**src/rtl/assert_macros.svh**
```systemverilog
// ----------------------------------------------------------------------------
// assert_macros
// Assertion helpers shared by the RTL of the stepped duty regulator.
// ----------------------------------------------------------------------------
`ifndef ASSERT_MACROS_SVH
`define ASSERT_MACROS_SVH

// Clocked property, held off while the synchronous reset is asserted.
`define ASSERT_CLKD(lbl, clk, rst_n, prop, msg) \
    lbl: assert property (@(posedge clk) disable iff (!rst_n) prop) else $error(msg);

// Condition in one cycle implies the property in the next, held off in reset.
`define ASSERT_NEXT(lbl, clk, rst_n, cond, prop, msg) \
    lbl: assert property (@(posedge clk) disable iff (!rst_n) (cond) |=> (prop)) \
        else $error(msg);

`endif

```
**src/rtl/acsdr_pkg.sv**
```systemverilog
// ----------------------------------------------------------------------------
// acsdr_pkg
// Shared widths, register codes, reset values and step sizes for the
// stepped duty regulator.
// ----------------------------------------------------------------------------
package acsdr_pkg;

    localparam int MV_W       = 20;   // millivolt quantities
    localparam int CMP_W      = 16;   // PWM compare values
    localparam int CFG_ADDR_W = 3;
    localparam int CFG_DATA_W = 20;
    localparam int STEP_W     = 3;
    localparam int IN_TDATA_W  = 24;
    localparam int OUT_TDATA_W = 24;

    // Configuration register indexes
    typedef enum logic [CFG_ADDR_W-1:0] {
        CFG_NOMINAL      = 3'd0,
        CFG_OVERVOLTAGE  = 3'd1,
        CFG_HIGH_MIN     = 3'd2,
        CFG_HIGH_MAX     = 3'd3,
        CFG_LOW_MIN      = 3'd4,
        CFG_LOW_MAX      = 3'd5,
        CFG_LARGE_ERROR  = 3'd6,
        CFG_MEDIUM_ERROR = 3'd7
    } t_cfg_reg;

    // Reset values of the configuration registers
    localparam logic [MV_W-1:0]  RST_NOMINAL      = 20'd2000;
    localparam logic [MV_W-1:0]  RST_OVERVOLTAGE  = 20'd2500;
    localparam logic [CMP_W-1:0] RST_HIGH_MIN     = 16'd0;
    localparam logic [CMP_W-1:0] RST_HIGH_MAX     = 16'd1000;
    localparam logic [CMP_W-1:0] RST_LOW_MIN      = 16'd0;
    localparam logic [CMP_W-1:0] RST_LOW_MAX      = 16'd1000;
    localparam logic [MV_W-1:0]  RST_LARGE_ERROR  = 20'd200;
    localparam logic [MV_W-1:0]  RST_MEDIUM_ERROR = 20'd50;

    // Compare step sizes
    localparam logic [STEP_W-1:0] STEP_NONE   = 3'd0;
    localparam logic [STEP_W-1:0] STEP_SMALL  = 3'd1;
    localparam logic [STEP_W-1:0] STEP_MEDIUM = 3'd2;
    localparam logic [STEP_W-1:0] STEP_LARGE  = 3'd5;

endpackage

```
**src/rtl/ac_stepped_duty_regulator_core.sv**
```systemverilog
// ----------------------------------------------------------------------------
// ac_stepped_duty_regulator_core
// Steps the high-side or low-side PWM compare value towards the nominal
// output voltage, one measurement at a time.
// ----------------------------------------------------------------------------
// Usage:
//  - Slave stream: one measurement per transfer, tdata = measured voltage in
//    mV, tuser = booster select (0 high-side stage, 1 low-side stage).
//  - Master stream: one compare write per measurement: tdata holds the write
//    enable and the compare value, tuser the stage it belongs to.
//  - Configuration: write enable, 3-bit register index and 20-bit data; write
//    only while no measurement is in flight.
//  - Path: an input transfer is held in the input register, then its result in
//    the result register, from which it is offered on the master side.
//  - Throughput: one measurement per cycle while the master does not stall. The stored compare values are
//    updated in the same cycle the result register is loaded, so the
//    following measurement always sees the updated value.
//  - A stalled master holds its result; one further measurement is still
//    taken into the input register, after which the slave side stalls too.
//  - Reset (synchronous, active low) empties both registers, clears the two
//    stored compare values and loads the configuration defaults.
// ----------------------------------------------------------------------------
`include "assert_macros.svh"

module ac_stepped_duty_regulator_core (
    input  logic                            i_clk,
    input  logic                            i_rst_n,
    // measurement stream
    input  logic                            s_axis_tvalid,
    output logic                            s_axis_tready,
    input  logic [acsdr_pkg::IN_TDATA_W-1:0]  s_axis_tdata,  // [19:0] measured_mv
    input  logic                            s_axis_tuser,  // [0] booster_select
    // compare write stream
    output logic                            m_axis_tvalid,
    input  logic                            m_axis_tready,
    output logic [acsdr_pkg::OUT_TDATA_W-1:0] m_axis_tdata,  // [0] write_enable,
                                                             // [16:1] compare_value
    output logic                            m_axis_tuser,  // [0] stage_select
    // configuration
    input  logic                            i_cfg_we,
    input  logic [acsdr_pkg::CFG_ADDR_W-1:0]  i_cfg_addr,
    input  logic [acsdr_pkg::CFG_DATA_W-1:0]  i_cfg_wdata
);
    import acsdr_pkg::*;

    // configuration registers
    logic [MV_W-1:0]  r_nominal, r_overvoltage, r_large_err, r_medium_err;
    logic [CMP_W-1:0] r_high_min, r_high_max, r_low_min, r_low_max;

    // stored compare values
    logic [CMP_W-1:0] r_high_cmp, r_low_cmp;

    // input register
    logic             r_in_valid;
    logic [MV_W-1:0]  r_in_mv;
    logic             r_in_sel;

    // result register
    logic             r_out_valid;
    logic             r_out_we;
    logic             r_out_sel;
    logic [CMP_W-1:0] r_out_cv;

    // handshake
    logic w_out_free, w_advance, w_in_take;

    // datapath
    logic [CMP_W-1:0]  w_cur, w_min, w_max;
    logic              w_above, w_below, w_ov;
    logic [MV_W-1:0]   w_err;
    logic [STEP_W-1:0] w_max_step, w_dn_step, w_up_step;
    logic [CMP_W:0]    w_cur_x, w_min_x, w_max_x;
    logic              n_we;
    logic [CMP_W-1:0]  n_cv, n_val;

    assign w_out_free    = !r_out_valid || m_axis_tready;
    assign w_advance     = r_in_valid && w_out_free;
    assign s_axis_tready = !r_in_valid || w_out_free;
    assign w_in_take     = s_axis_tvalid && s_axis_tready;

    assign m_axis_tvalid = r_out_valid;
    assign m_axis_tuser  = r_out_sel;
    assign m_axis_tdata  = {(OUT_TDATA_W - CMP_W - 1)'(0), r_out_cv, r_out_we};

    // configuration writes
    always_ff @(posedge i_clk) begin
        if (!i_rst_n) begin
            r_nominal     <= RST_NOMINAL;
            r_overvoltage <= RST_OVERVOLTAGE;
            r_high_min    <= RST_HIGH_MIN;
            r_high_max    <= RST_HIGH_MAX;
            r_low_min     <= RST_LOW_MIN;
            r_low_max     <= RST_LOW_MAX;
            r_large_err   <= RST_LARGE_ERROR;
            r_medium_err  <= RST_MEDIUM_ERROR;
        end else if (i_cfg_we) begin
            case (t_cfg_reg'(i_cfg_addr))
                CFG_NOMINAL:      r_nominal     <= i_cfg_wdata[MV_W-1:0];
                CFG_OVERVOLTAGE:  r_overvoltage <= i_cfg_wdata[MV_W-1:0];
                CFG_HIGH_MIN:     r_high_min    <= i_cfg_wdata[CMP_W-1:0];
                CFG_HIGH_MAX:     r_high_max    <= i_cfg_wdata[CMP_W-1:0];
                CFG_LOW_MIN:      r_low_min     <= i_cfg_wdata[CMP_W-1:0];
                CFG_LOW_MAX:      r_low_max     <= i_cfg_wdata[CMP_W-1:0];
                CFG_LARGE_ERROR:  r_large_err   <= i_cfg_wdata[MV_W-1:0];
                CFG_MEDIUM_ERROR: r_medium_err  <= i_cfg_wdata[MV_W-1:0];
                default: ;
            endcase
        end
    end

    // stage operands and error magnitude
    always_comb begin
        w_cur   = r_in_sel ? r_low_cmp : r_high_cmp;
        w_min   = r_in_sel ? r_low_min : r_high_min;
        w_max   = r_in_sel ? r_low_max : r_high_max;
        w_above = r_in_mv > r_nominal;
        w_below = r_in_mv < r_nominal;
        w_ov    = w_above && (r_in_mv > r_overvoltage);
        w_err   = w_above ? (r_in_mv - r_nominal) : (r_nominal - r_in_mv);
        w_cur_x = {1'b0, w_cur};
        w_min_x = {1'b0, w_min};
        w_max_x = {1'b0, w_max};
    end

    // largest step permitted by the error (high side always steps by one)
    always_comb begin
        if (!r_in_sel) begin
            w_max_step = STEP_SMALL;
        end else if (w_err > r_large_err) begin
            w_max_step = STEP_LARGE;
        end else if (w_err > r_medium_err) begin
            w_max_step = STEP_MEDIUM;
        end else begin
            w_max_step = STEP_NONE;
        end
    end

    // largest step that keeps the value inside its limit, per direction
    always_comb begin
        if (w_max_step >= STEP_LARGE && w_cur_x >= w_min_x + (CMP_W+1)'(STEP_LARGE)) begin
            w_dn_step = STEP_LARGE;
        end else if (w_max_step >= STEP_MEDIUM
                     && w_cur_x >= w_min_x + (CMP_W+1)'(STEP_MEDIUM)) begin
            w_dn_step = STEP_MEDIUM;
        end else if (w_max_step >= STEP_SMALL
                     && w_cur_x >= w_min_x + (CMP_W+1)'(STEP_SMALL)) begin
            w_dn_step = STEP_SMALL;
        end else begin
            w_dn_step = STEP_NONE;
        end

        if (w_max_step >= STEP_LARGE && w_cur_x + (CMP_W+1)'(STEP_LARGE) <= w_max_x) begin
            w_up_step = STEP_LARGE;
        end else if (w_max_step >= STEP_MEDIUM
                     && w_cur_x + (CMP_W+1)'(STEP_MEDIUM) <= w_max_x) begin
            w_up_step = STEP_MEDIUM;
        end else if (w_max_step >= STEP_SMALL
                     && w_cur_x + (CMP_W+1)'(STEP_SMALL) <= w_max_x) begin
            w_up_step = STEP_SMALL;
        end else begin
            w_up_step = STEP_NONE;
        end
    end

    // compare write and next stored value
    always_comb begin
        n_we  = 1'b0;
        n_cv  = w_cur;
        n_val = w_cur;
        if (w_above) begin
            if (w_ov) begin
                // overvoltage: force the minimum, keep the stored value
                n_we = 1'b1;
                n_cv = w_min;
            end else if (w_dn_step != STEP_NONE) begin
                n_val = w_cur - CMP_W'(w_dn_step);
                n_we  = 1'b1;
                n_cv  = n_val;
            end
        end else if (w_below) begin
            if (w_up_step != STEP_NONE) begin
                n_val = w_cur + CMP_W'(w_up_step);
                n_we  = 1'b1;
                n_cv  = n_val;
            end
        end
    end

    // input register
    always_ff @(posedge i_clk) begin
        if (!i_rst_n) begin
            r_in_valid <= 1'b0;
        end else if (w_in_take) begin
            r_in_valid <= 1'b1;
        end else if (w_advance) begin
            r_in_valid <= 1'b0;
        end
        if (w_in_take) begin
            r_in_mv  <= s_axis_tdata[MV_W-1:0];
            r_in_sel <= s_axis_tuser;
        end
    end

    // stored compare values
    always_ff @(posedge i_clk) begin
        if (!i_rst_n) begin
            r_high_cmp <= '0;
            r_low_cmp  <= '0;
        end else if (w_advance) begin
            if (r_in_sel) begin
                r_low_cmp <= n_val;
            end else begin
                r_high_cmp <= n_val;
            end
        end
    end

    // result register
    always_ff @(posedge i_clk) begin
        if (!i_rst_n) begin
            r_out_valid <= 1'b0;
        end else if (w_out_free) begin
            r_out_valid <= r_in_valid;
        end
        if (w_advance) begin
            r_out_we  <= n_we;
            r_out_sel <= r_in_sel;
            r_out_cv  <= n_cv;
        end
    end

    // checks
    `ASSERT_CLKD(a_high_tracks_write, i_clk, i_rst_n,
        w_advance && !r_in_sel && n_we && !w_ov |=> r_high_cmp == r_out_cv,
        "high-side stored value differs from the value written")
    `ASSERT_CLKD(a_low_tracks_write, i_clk, i_rst_n,
        w_advance && r_in_sel && n_we && !w_ov |=> r_low_cmp == r_out_cv,
        "low-side stored value differs from the value written")
    `ASSERT_CLKD(a_other_stage_kept, i_clk, i_rst_n,
        w_advance && r_in_sel |=> $stable(r_high_cmp),
        "high-side value changed on a low-side measurement")
    `ASSERT_CLKD(a_no_write_shows_stored, i_clk, i_rst_n,
        w_advance && !n_we |=> r_out_cv == (r_out_sel ? r_low_cmp : r_high_cmp),
        "result without write does not show the stored value")
    `ASSERT_NEXT(a_result_held, i_clk, i_rst_n,
        m_axis_tvalid && !m_axis_tready,
        m_axis_tvalid && $stable(m_axis_tdata) && $stable(m_axis_tuser),
        "stalled result changed before its transfer")

endmodule

```
**config.mk**
```make
export PLATFORM = sky130hd
export DESIGN_NAME = ac_stepped_duty_regulator_core
export DESIGN_NICKNAME = d
export VERILOG_FILES = /design/src/rtl/acsdr_pkg.sv /design/src/rtl/ac_stepped_duty_regulator_core.sv
export VERILOG_INCLUDE_DIRS = /design/src /design/src/rtl
export SDC_FILE = /design/constraint.sdc
export NUM_CORES = 1
export LEC_CHECK = 0
export ABC_AREA = 1
export ABC_CLOCK_PERIOD_IN_PS = 11900
export BUFFER_PORTS_ARGS = -buffer_cell sky130_fd_sc_hd__buf_2
export CORE_ASPECT_RATIO = 0.5
export CORE_UTILIZATION = 43
export DETAILED_ROUTE_END_ITERATION = 8
export PLACE_DENSITY = 0.69
export SETUP_SLACK_MARGIN = 0.2
export SYNTH_ARGS = -nofsm -noshare
export SYNTH_HDL_FRONTEND = slang
export SYNTH_SLANG_ARGS = --single-unit
```
**constraint.sdc**
```tcl
create_clock -name i_clk -period 11.9 [get_ports i_clk]
set_input_delay 0.595 -clock i_clk [delete_from_list [all_inputs] [get_ports i_clk]]
set_output_delay 0.595 -clock i_clk [all_outputs]
set_load 0.005 [all_outputs]
```
== Yosys cells after proc, flatten, opt, wreduce, memory -nomap -nowiden ==
Cells that the tools add are included.
Word-level totals
  register bits: 217
  logic and storage cells: 103
Cells by class
  add/sub/neg operators: 10
  $lt $le $gt $ge: 14
  equality and inequality tests: 7
  mux-type cells: 27
  bitwise logic cells: 1
  reduce and logical (&&, ||, !) cells: 27
Operator list (count)
  16-bit 2-to-1 mux: 10
  20-bit > comparator: 4
  16-bit by 17-bit >= comparator with 1-bit output: 3
  17-bit by 16-bit less-or-equal comparator with 1-bit output: 3
  20-bit subtractor: 2
  16-bit by 1-bit adder with 17-bit output (second input constant): 2
  16-bit by 2-bit adder with 17-bit output (second input constant): 2
  16-bit by 3-bit adder with 17-bit output (second input constant): 2
  20-bit less-than comparator: 1
  20-bit 2-to-1 mux: 1
  2-bit AND reduction: 10
  16-bit by 3-bit adder with 16-bit output: 1
  16-bit by 3-bit subtractor with 16-bit output: 1
  3-bit == test (second input constant): 4
  3-bit 2-to-1 mux: 4
  1-bit logical AND: 9
  1-bit 2-to-1 mux: 9
  3-bit by 2-bit == test with 1-bit output (second input constant): 2
  2-bit 2-to-1 mux: 3
  3-bit nonzero test: 2
  3-bit by 1-bit == test with 1-bit output (second input constant): 1
  3-bit by 1-bit >= comparator with 1-bit output (second input constant): 1
  3-bit by 2-bit >= comparator with 1-bit output (second input constant): 1
  3-bit >= comparator (second input constant): 1
  other kinds (5): 7

== Logic depth before layout (Yosys ltp) ==
  depth in word-level cells: 15
  mapped depth: 52

== Worst setup path after synthesis ==
Ideal clock, no wire load.
  path kind: reg-to-reg
  start: register r_in_mv[0]
  end: register r_out_cv[14] (data pin)
  setup time: 0.255 ns
  data arrival time: 5.979 ns
  slack: 5.666 ns
  stages on the path, launching flop included: 46
  period minus slack after synthesis: 6.234 ns
  cell sequence: edfxtp_1 inv_1 ha_1 inv_1 fa_1 inv_1 nor2_1 nor2_1 o21ai_1 a21boi_0 o21bai_1 nand2_1 nand2_1 nand2_1 buf_2 mux2i_1 xor2_1 inv_1 (+10 left out) nand3_1 nand2_1 ha_1 inv_1 fa_1 a21oi_1 nand2_1 nor2_1 nand4_1 nor3_2 nand3_1 xor2_1 nand2_1 nand2_1 nand2_1 o21ai_0 nand2_1 nand2_1
Between the ends
  longest elaborated chain between the ends: 15
RTL lines
  from (decl): line ac_stepped_duty_regulator_core.sv:55  | logic [MV_W-1:0] r_in_mv;
  from (signal assigned): line ac_stepped_duty_regulator_core.sv:199  | r_in_mv <= s_axis_tdata[MV_W-1:0];
  20-bit subtractor / 20-bit > comparator (equally long branches): line ac_stepped_duty_regulator_core.sv:119, ac_stepped_duty_regulator_core.sv:116
  20-bit 2-to-1 mux: line ac_stepped_duty_regulator_core.sv:119  | w_err = w_above ? (r_in_mv - r_nominal) : (r_nominal - r_in_mv);
  20-bit > comparator: line ac_stepped_duty_regulator_core.sv:131  | end else if (w_err > r_medium_err) begin
  2-bit 2-to-1 mux: line ac_stepped_duty_regulator_core.sv:131
  3-bit 2-to-1 mux: line ac_stepped_duty_regulator_core.sv:129  | end else if (w_err > r_large_err) begin
  3-bit 2-to-1 mux: line ac_stepped_duty_regulator_core.sv:127  | if (!r_in_sel) begin
  3-bit by 1-bit >= comparator with 1-bit output: line ac_stepped_duty_regulator_core.sv:145, ac_stepped_duty_regulator_core.sv:157
  1-bit logical AND (on tied branches): line ac_stepped_duty_regulator_core.sv:158, ac_stepped_duty_regulator_core.sv:146
  1-bit 2-to-1 mux (on tied branches): line ac_stepped_duty_regulator_core.sv:157, ac_stepped_duty_regulator_core.sv:145
  2-bit 2-to-1 mux (on tied branches): line ac_stepped_duty_regulator_core.sv:154, ac_stepped_duty_regulator_core.sv:142
  3-bit 2-to-1 mux (on tied branches): line ac_stepped_duty_regulator_core.sv:152, ac_stepped_duty_regulator_core.sv:140
  16-bit by 3-bit adder with 16-bit output, or another cell as far along: line ac_stepped_duty_regulator_core.sv:182  | n_val = w_cur + CMP_W'(w_up_step);
  16-bit 2-to-1 mux (on tied branches): line ac_stepped_duty_regulator_core.sv:181, ac_stepped_duty_regulator_core.sv:175
  16-bit 2-to-1 mux (on tied branches): line ac_stepped_duty_regulator_core.sv:180, ac_stepped_duty_regulator_core.sv:171
  16-bit 2-to-1 mux *: line ac_stepped_duty_regulator_core.sv:170  | if (w_above) begin
  net n_cv[14]: line ac_stepped_duty_regulator_core.sv:74  | logic [CMP_W-1:0] n_cv, n_val;
  to (signal assigned): line ac_stepped_duty_regulator_core.sv:228  | r_out_cv <= n_cv;
  to (decl): line ac_stepped_duty_regulator_core.sv:62  | logic [CMP_W-1:0] r_out_cv;
The timed path passes the listed nets; every way through them passes the cells marked *.
A chain may end at the register's enable or synchronous reset.

== Final worst setup path ==
Same ends and word-level chain as after synthesis.

==> results.sh <==
export IMPL_pwr_share_seq_pct=34.9
export IMPL_clock_path_buffers=3
export IMPL_hpwl_um=36100
export IMPL_antenna_found_initial=1
export IMPL_clk_latency_ps=560
export IMPL_path_max_fanout=44
export IMPL_p_sw_mw=0.827
export IMPL_grt_start_max_net_pins=97
export IMPL_syn_mean_instance_area_um2=6.96
export IMPL_final_max_slew_viol_count=0
export IMPL_finalSetupViolCount=0
export IMPL_cts_tree="yes"
export IMPL_r2r_cells=45
export IMPL_min_period_ps=8050
export IMPL_diodes=0
export IMPL_synth_top_area_cell="dfxtp_1"
export IMPL_worstPathRequired_ps=12190
export IMPL_numCtsBuffers=22
export IMPL_min_path_type="in -> reg"
export IMPL_ys_seq_elements=217
export IMPL_vias=15900
export IMPL_wl_um=48500
export IMPL_n_fill_cell=3950
export IMPL_p_leak_nw=8.97
export IMPL_clkSinkCount=217
export IMPL_worst_path_most_repeated_cell="nand2_1"
export IMPL_clock_fmax_mhz=124
export IMPL_area_delta_synth_final_pct=8.74
export IMPL_reg2reg_slack_ps=3850
export IMPL_drc_errors=0
export IMPL_cts_setup_buffers=0
export IMPL_cts_resized=0
export IMPL_die_h_um=143
export IMPL_p_clk_share_pct=33.7
export IMPL_worst_endpoint_arrival_ps=8340
export IMPL_tightest_slew_ps=1010
export IMPL_synth_edf_count=39
export IMPL_cts_root_buf="clkbuf_16"
export IMPL_overflow=0
export IMPL_rows=51
export IMPL_critPathSlowestCell="fa_1"
export IMPL_synth_top_area_share_pct=20.8
export IMPL_fin_util_pct=47.7
export IMPL_r2r_start="r_in_mv[0]"
export IMPL_async_reset_ff_share_pct=0
export IMPL_ir_drop_uv=103
export IMPL_r2r_end="r_out_cv[14]"
export IMPL_outcome="completed"
export IMPL_grt_pass1_wl_um=76800
export IMPL_ctsHoldBuffers=0
export IMPL_clkTransAtPathRegs_ps=80
export IMPL_start_kind="register"
export IMPL_synth_cells=2465
export IMPL_hold_start="s_axis_tdata[18]"
export IMPL_synth_ff_type="dfxtp_1"
export IMPL_die_area_um2=40700
export IMPL_drive_gt1_share_pct=7.35
export IMPL_fin_skew_ps=25.7
export IMPL_port_buffers=68
export IMPL_critPathMaxStageDelay_ps=450
export IMPL_wire_per_inst_um=16.0
export IMPL_dp_cells=2992
export IMPL_whs_path_depth=1
export IMPL_power_share_switching_pct=36.0
export IMPL_initial_utilization_pct=43.8
export IMPL_cap_violations=0
export IMPL_rsz0062_at_grt="no"
export IMPL_synth_area_um2=17100
export IMPL_yosysWarningCount=0
export IMPL_ctsHtreeMaxLevel=1
export IMPL_seq_area_frac_synth_pct=27.6
export IMPL_finalHoldViolations=0
export IMPL_synth_area_leaders="dfxtp_1, ha_1, nand2_1, inv_1, edfxtp_1"
export IMPL_coreArea_um2=39100
export IMPL_period_share_pct=67.6
export IMPL_drt_iter0_markers=1314
export IMPL_grt_pass1_vias=14300
export IMPL_synth_cell_types=61
export IMPL_fin_nets=2746
export IMPL_whs_endpoint="r_in_mv[18]"
export IMPL_combPwrFrac_pct=31.4
export IMPL_power_per_cell_area_nw_per_um2=123
export IMPL_relSlewSlack_pct=32.6
export IMPL_grtUsageTotal_pct=23.5
export IMPL_chipWidth_um=284
export IMPL_drt_pass1_iter_count=6
export IMPL_vias_per_cell=5.24
export IMPL_path_class="reg -> reg"
export IMPL_ant_nets=0
export IMPL_fin_cells=3032
export IMPL_num_io_pins=80
export IMPL_setup_worst_path_end_class="register"
export IMPL_gp_congestion=1.03
export IMPL_tns_ps=0
export IMPL_intPower_mw=1.47
power groups by stage:
| stage | sequential [mW] | clock [mW] | combinational [mW] |
|---|---|---|---|
| floorplan | 0.816 | 0 | 0.535 |
| CTS | 0.802 | 0.791 | 0.713 |
| global placement | 0.818 | 0 | 0.696 |
| finish | 0.802 | 0.774 | 0.720 |
| global route | 0.806 | 0.821 | 0.818 |
| detailed placement | 0.819 | 0 | 0.708 |
cell families (layout without fill, tap and decap cells):
family,count (synthesis),after routing,share of synthesized area [%]
AO/OA/AOI/OAI,480,480,15.7
XOR/XNOR,103,103,5.26
adder cells (fa/ha/maj),207,207,15.3
buffers and inverters,438,469,10.2
flip-flops,217,217,27.6
multiplexers,25,25,1.48
other,1,7,0.0219
AND/OR/NAND/NOR,994,994,24.4
stage by stage:
step | setup WS [ps] | total power, mW | area, um^2 | hold WS (ps)
after floorplan | 5670 | 1.35 | 17200 | 428
after global placement | 4090 | 1.51 | 17800 | 437
after detailed placement | 4040 | 1.53 | 17800 | 442
after CTS | 3980 | 2.31 | 18600 | 178
after global routing | 3140 | 2.45 | 18600 | 184
final | 3850 | 2.30 | 18600 | 203
state kept, by name (all words and copies together) (netlist names):
signal / cells
r_in_mv: 20
r_large_err: 20
r_medium_err: 20
r_nominal: 20
r_overvoltage: 20
r_high_cmp: 16
r_high_max: 16
r_high_min: 16
r_low_cmp: 16
r_low_max: 16
r_low_min: 16
r_out_cv: 16
m_axis_tuser: 1
m_axis_tvalid: 1
r_in_sel: 1
r_in_valid: 1
r_out_we: 1
layer usage:
metal	vias up	track usage, %	routed length [um]	part of all wire, %
met5	-	0	0	0
met4	0	7.84	1630	3.4
met3	84	2.32	2540	5.2
met2	468	39.7	22000	45
met1	7265	31.5	22400	46
li1	8074	-	-	-
placed cells by master, fill, tap and decap left out, types with 11 or more instances in the layout:
master     netlist  layout
a21oi_1        190     190
buf_2           10      67
buf_4           17      19
clkbuf_16        0      22
dfxtp_1        178     178
edfxtp_1        39      39
ha_1           203     203
inv_1          328     328
inv_2           11      11
mux2i_1         24      24
nand2_1        523     523
nand3_1        110     110
nand4_1         40      40
nor2_1         255     254
nor3_1          21      21
o211ai_1        17      17
o21a_1          25      25
o21ai_0        182     182
o21ai_2         11      11
xnor2_1         15      15
xor2_1          88      88
how the worst max path moves through the flow:
stage / start / to / slack (ps) / depth (start not counted)
after CTS: r_in_mv[6] / r_out_cv[14] / 3980 / 43
final: r_in_mv[0] / r_out_cv[14] / 3850 / 45
after global routing: r_in_mv[0] / r_out_cv[14] / 3140 / 45
after detailed placement: r_in_mv[6] / r_out_cv[14] / 4040 / 43
after floorplan: r_in_mv[0] / r_out_cv[14] / 5670 / 45
after global placement: r_in_mv[0] / r_out_cv[14] / 4090 / 46
worst max-delay path, delay by kind of cell, from the launching register on:
kind,cells,cell delay (ps)
xor gates and xnor gates,2,510
and+or+nand+nor,24,3250
adders and majority gates,5,1470
buffers and inverters,6,810
AOI/OAI and AO/OA,8,1300
DFF,1,400
synthesized netlist by cell type, types with 6 or more instances:
cell type / number
o211ai_1: 17
or2_2: 6
o21a_1: 25
buf_4: 17
a211oi_1: 9
mux2i_1: 24
a21oi_1: 190
xor2_1: 88
xnor2_1: 15
o21ai_0: 182
nor2_2: 6
nor2_1: 255
buf_2: 10
clkbuf_1: 59
inv_2: 11
ha_1: 203
nand2_2: 6
nand2_1: 523
nand4_1: 40
dfxtp_1: 178
o21ai_1: 8
o21ai_2: 11
a21o_1: 6
inv_1: 328
edfxtp_1: 39
nand3_1: 110
nor3_1: 21
final cells by class:
type / count / area (um^2) / area share (%)
multi-input cells: 1816 / 10700 / 57.3
flip-flops and latches: 217 / 4730 / 25.4
inverters: 343 / 1290 / 6.92
well taps: 530 / 663 / 3.56
clock buffers: 24 / 568 / 3.05
repair buffers: 86 / 478 / 2.56
clock inverters: 16 / 231 / 1.24
Note: power is estimated with default switching activity, not from simulation.
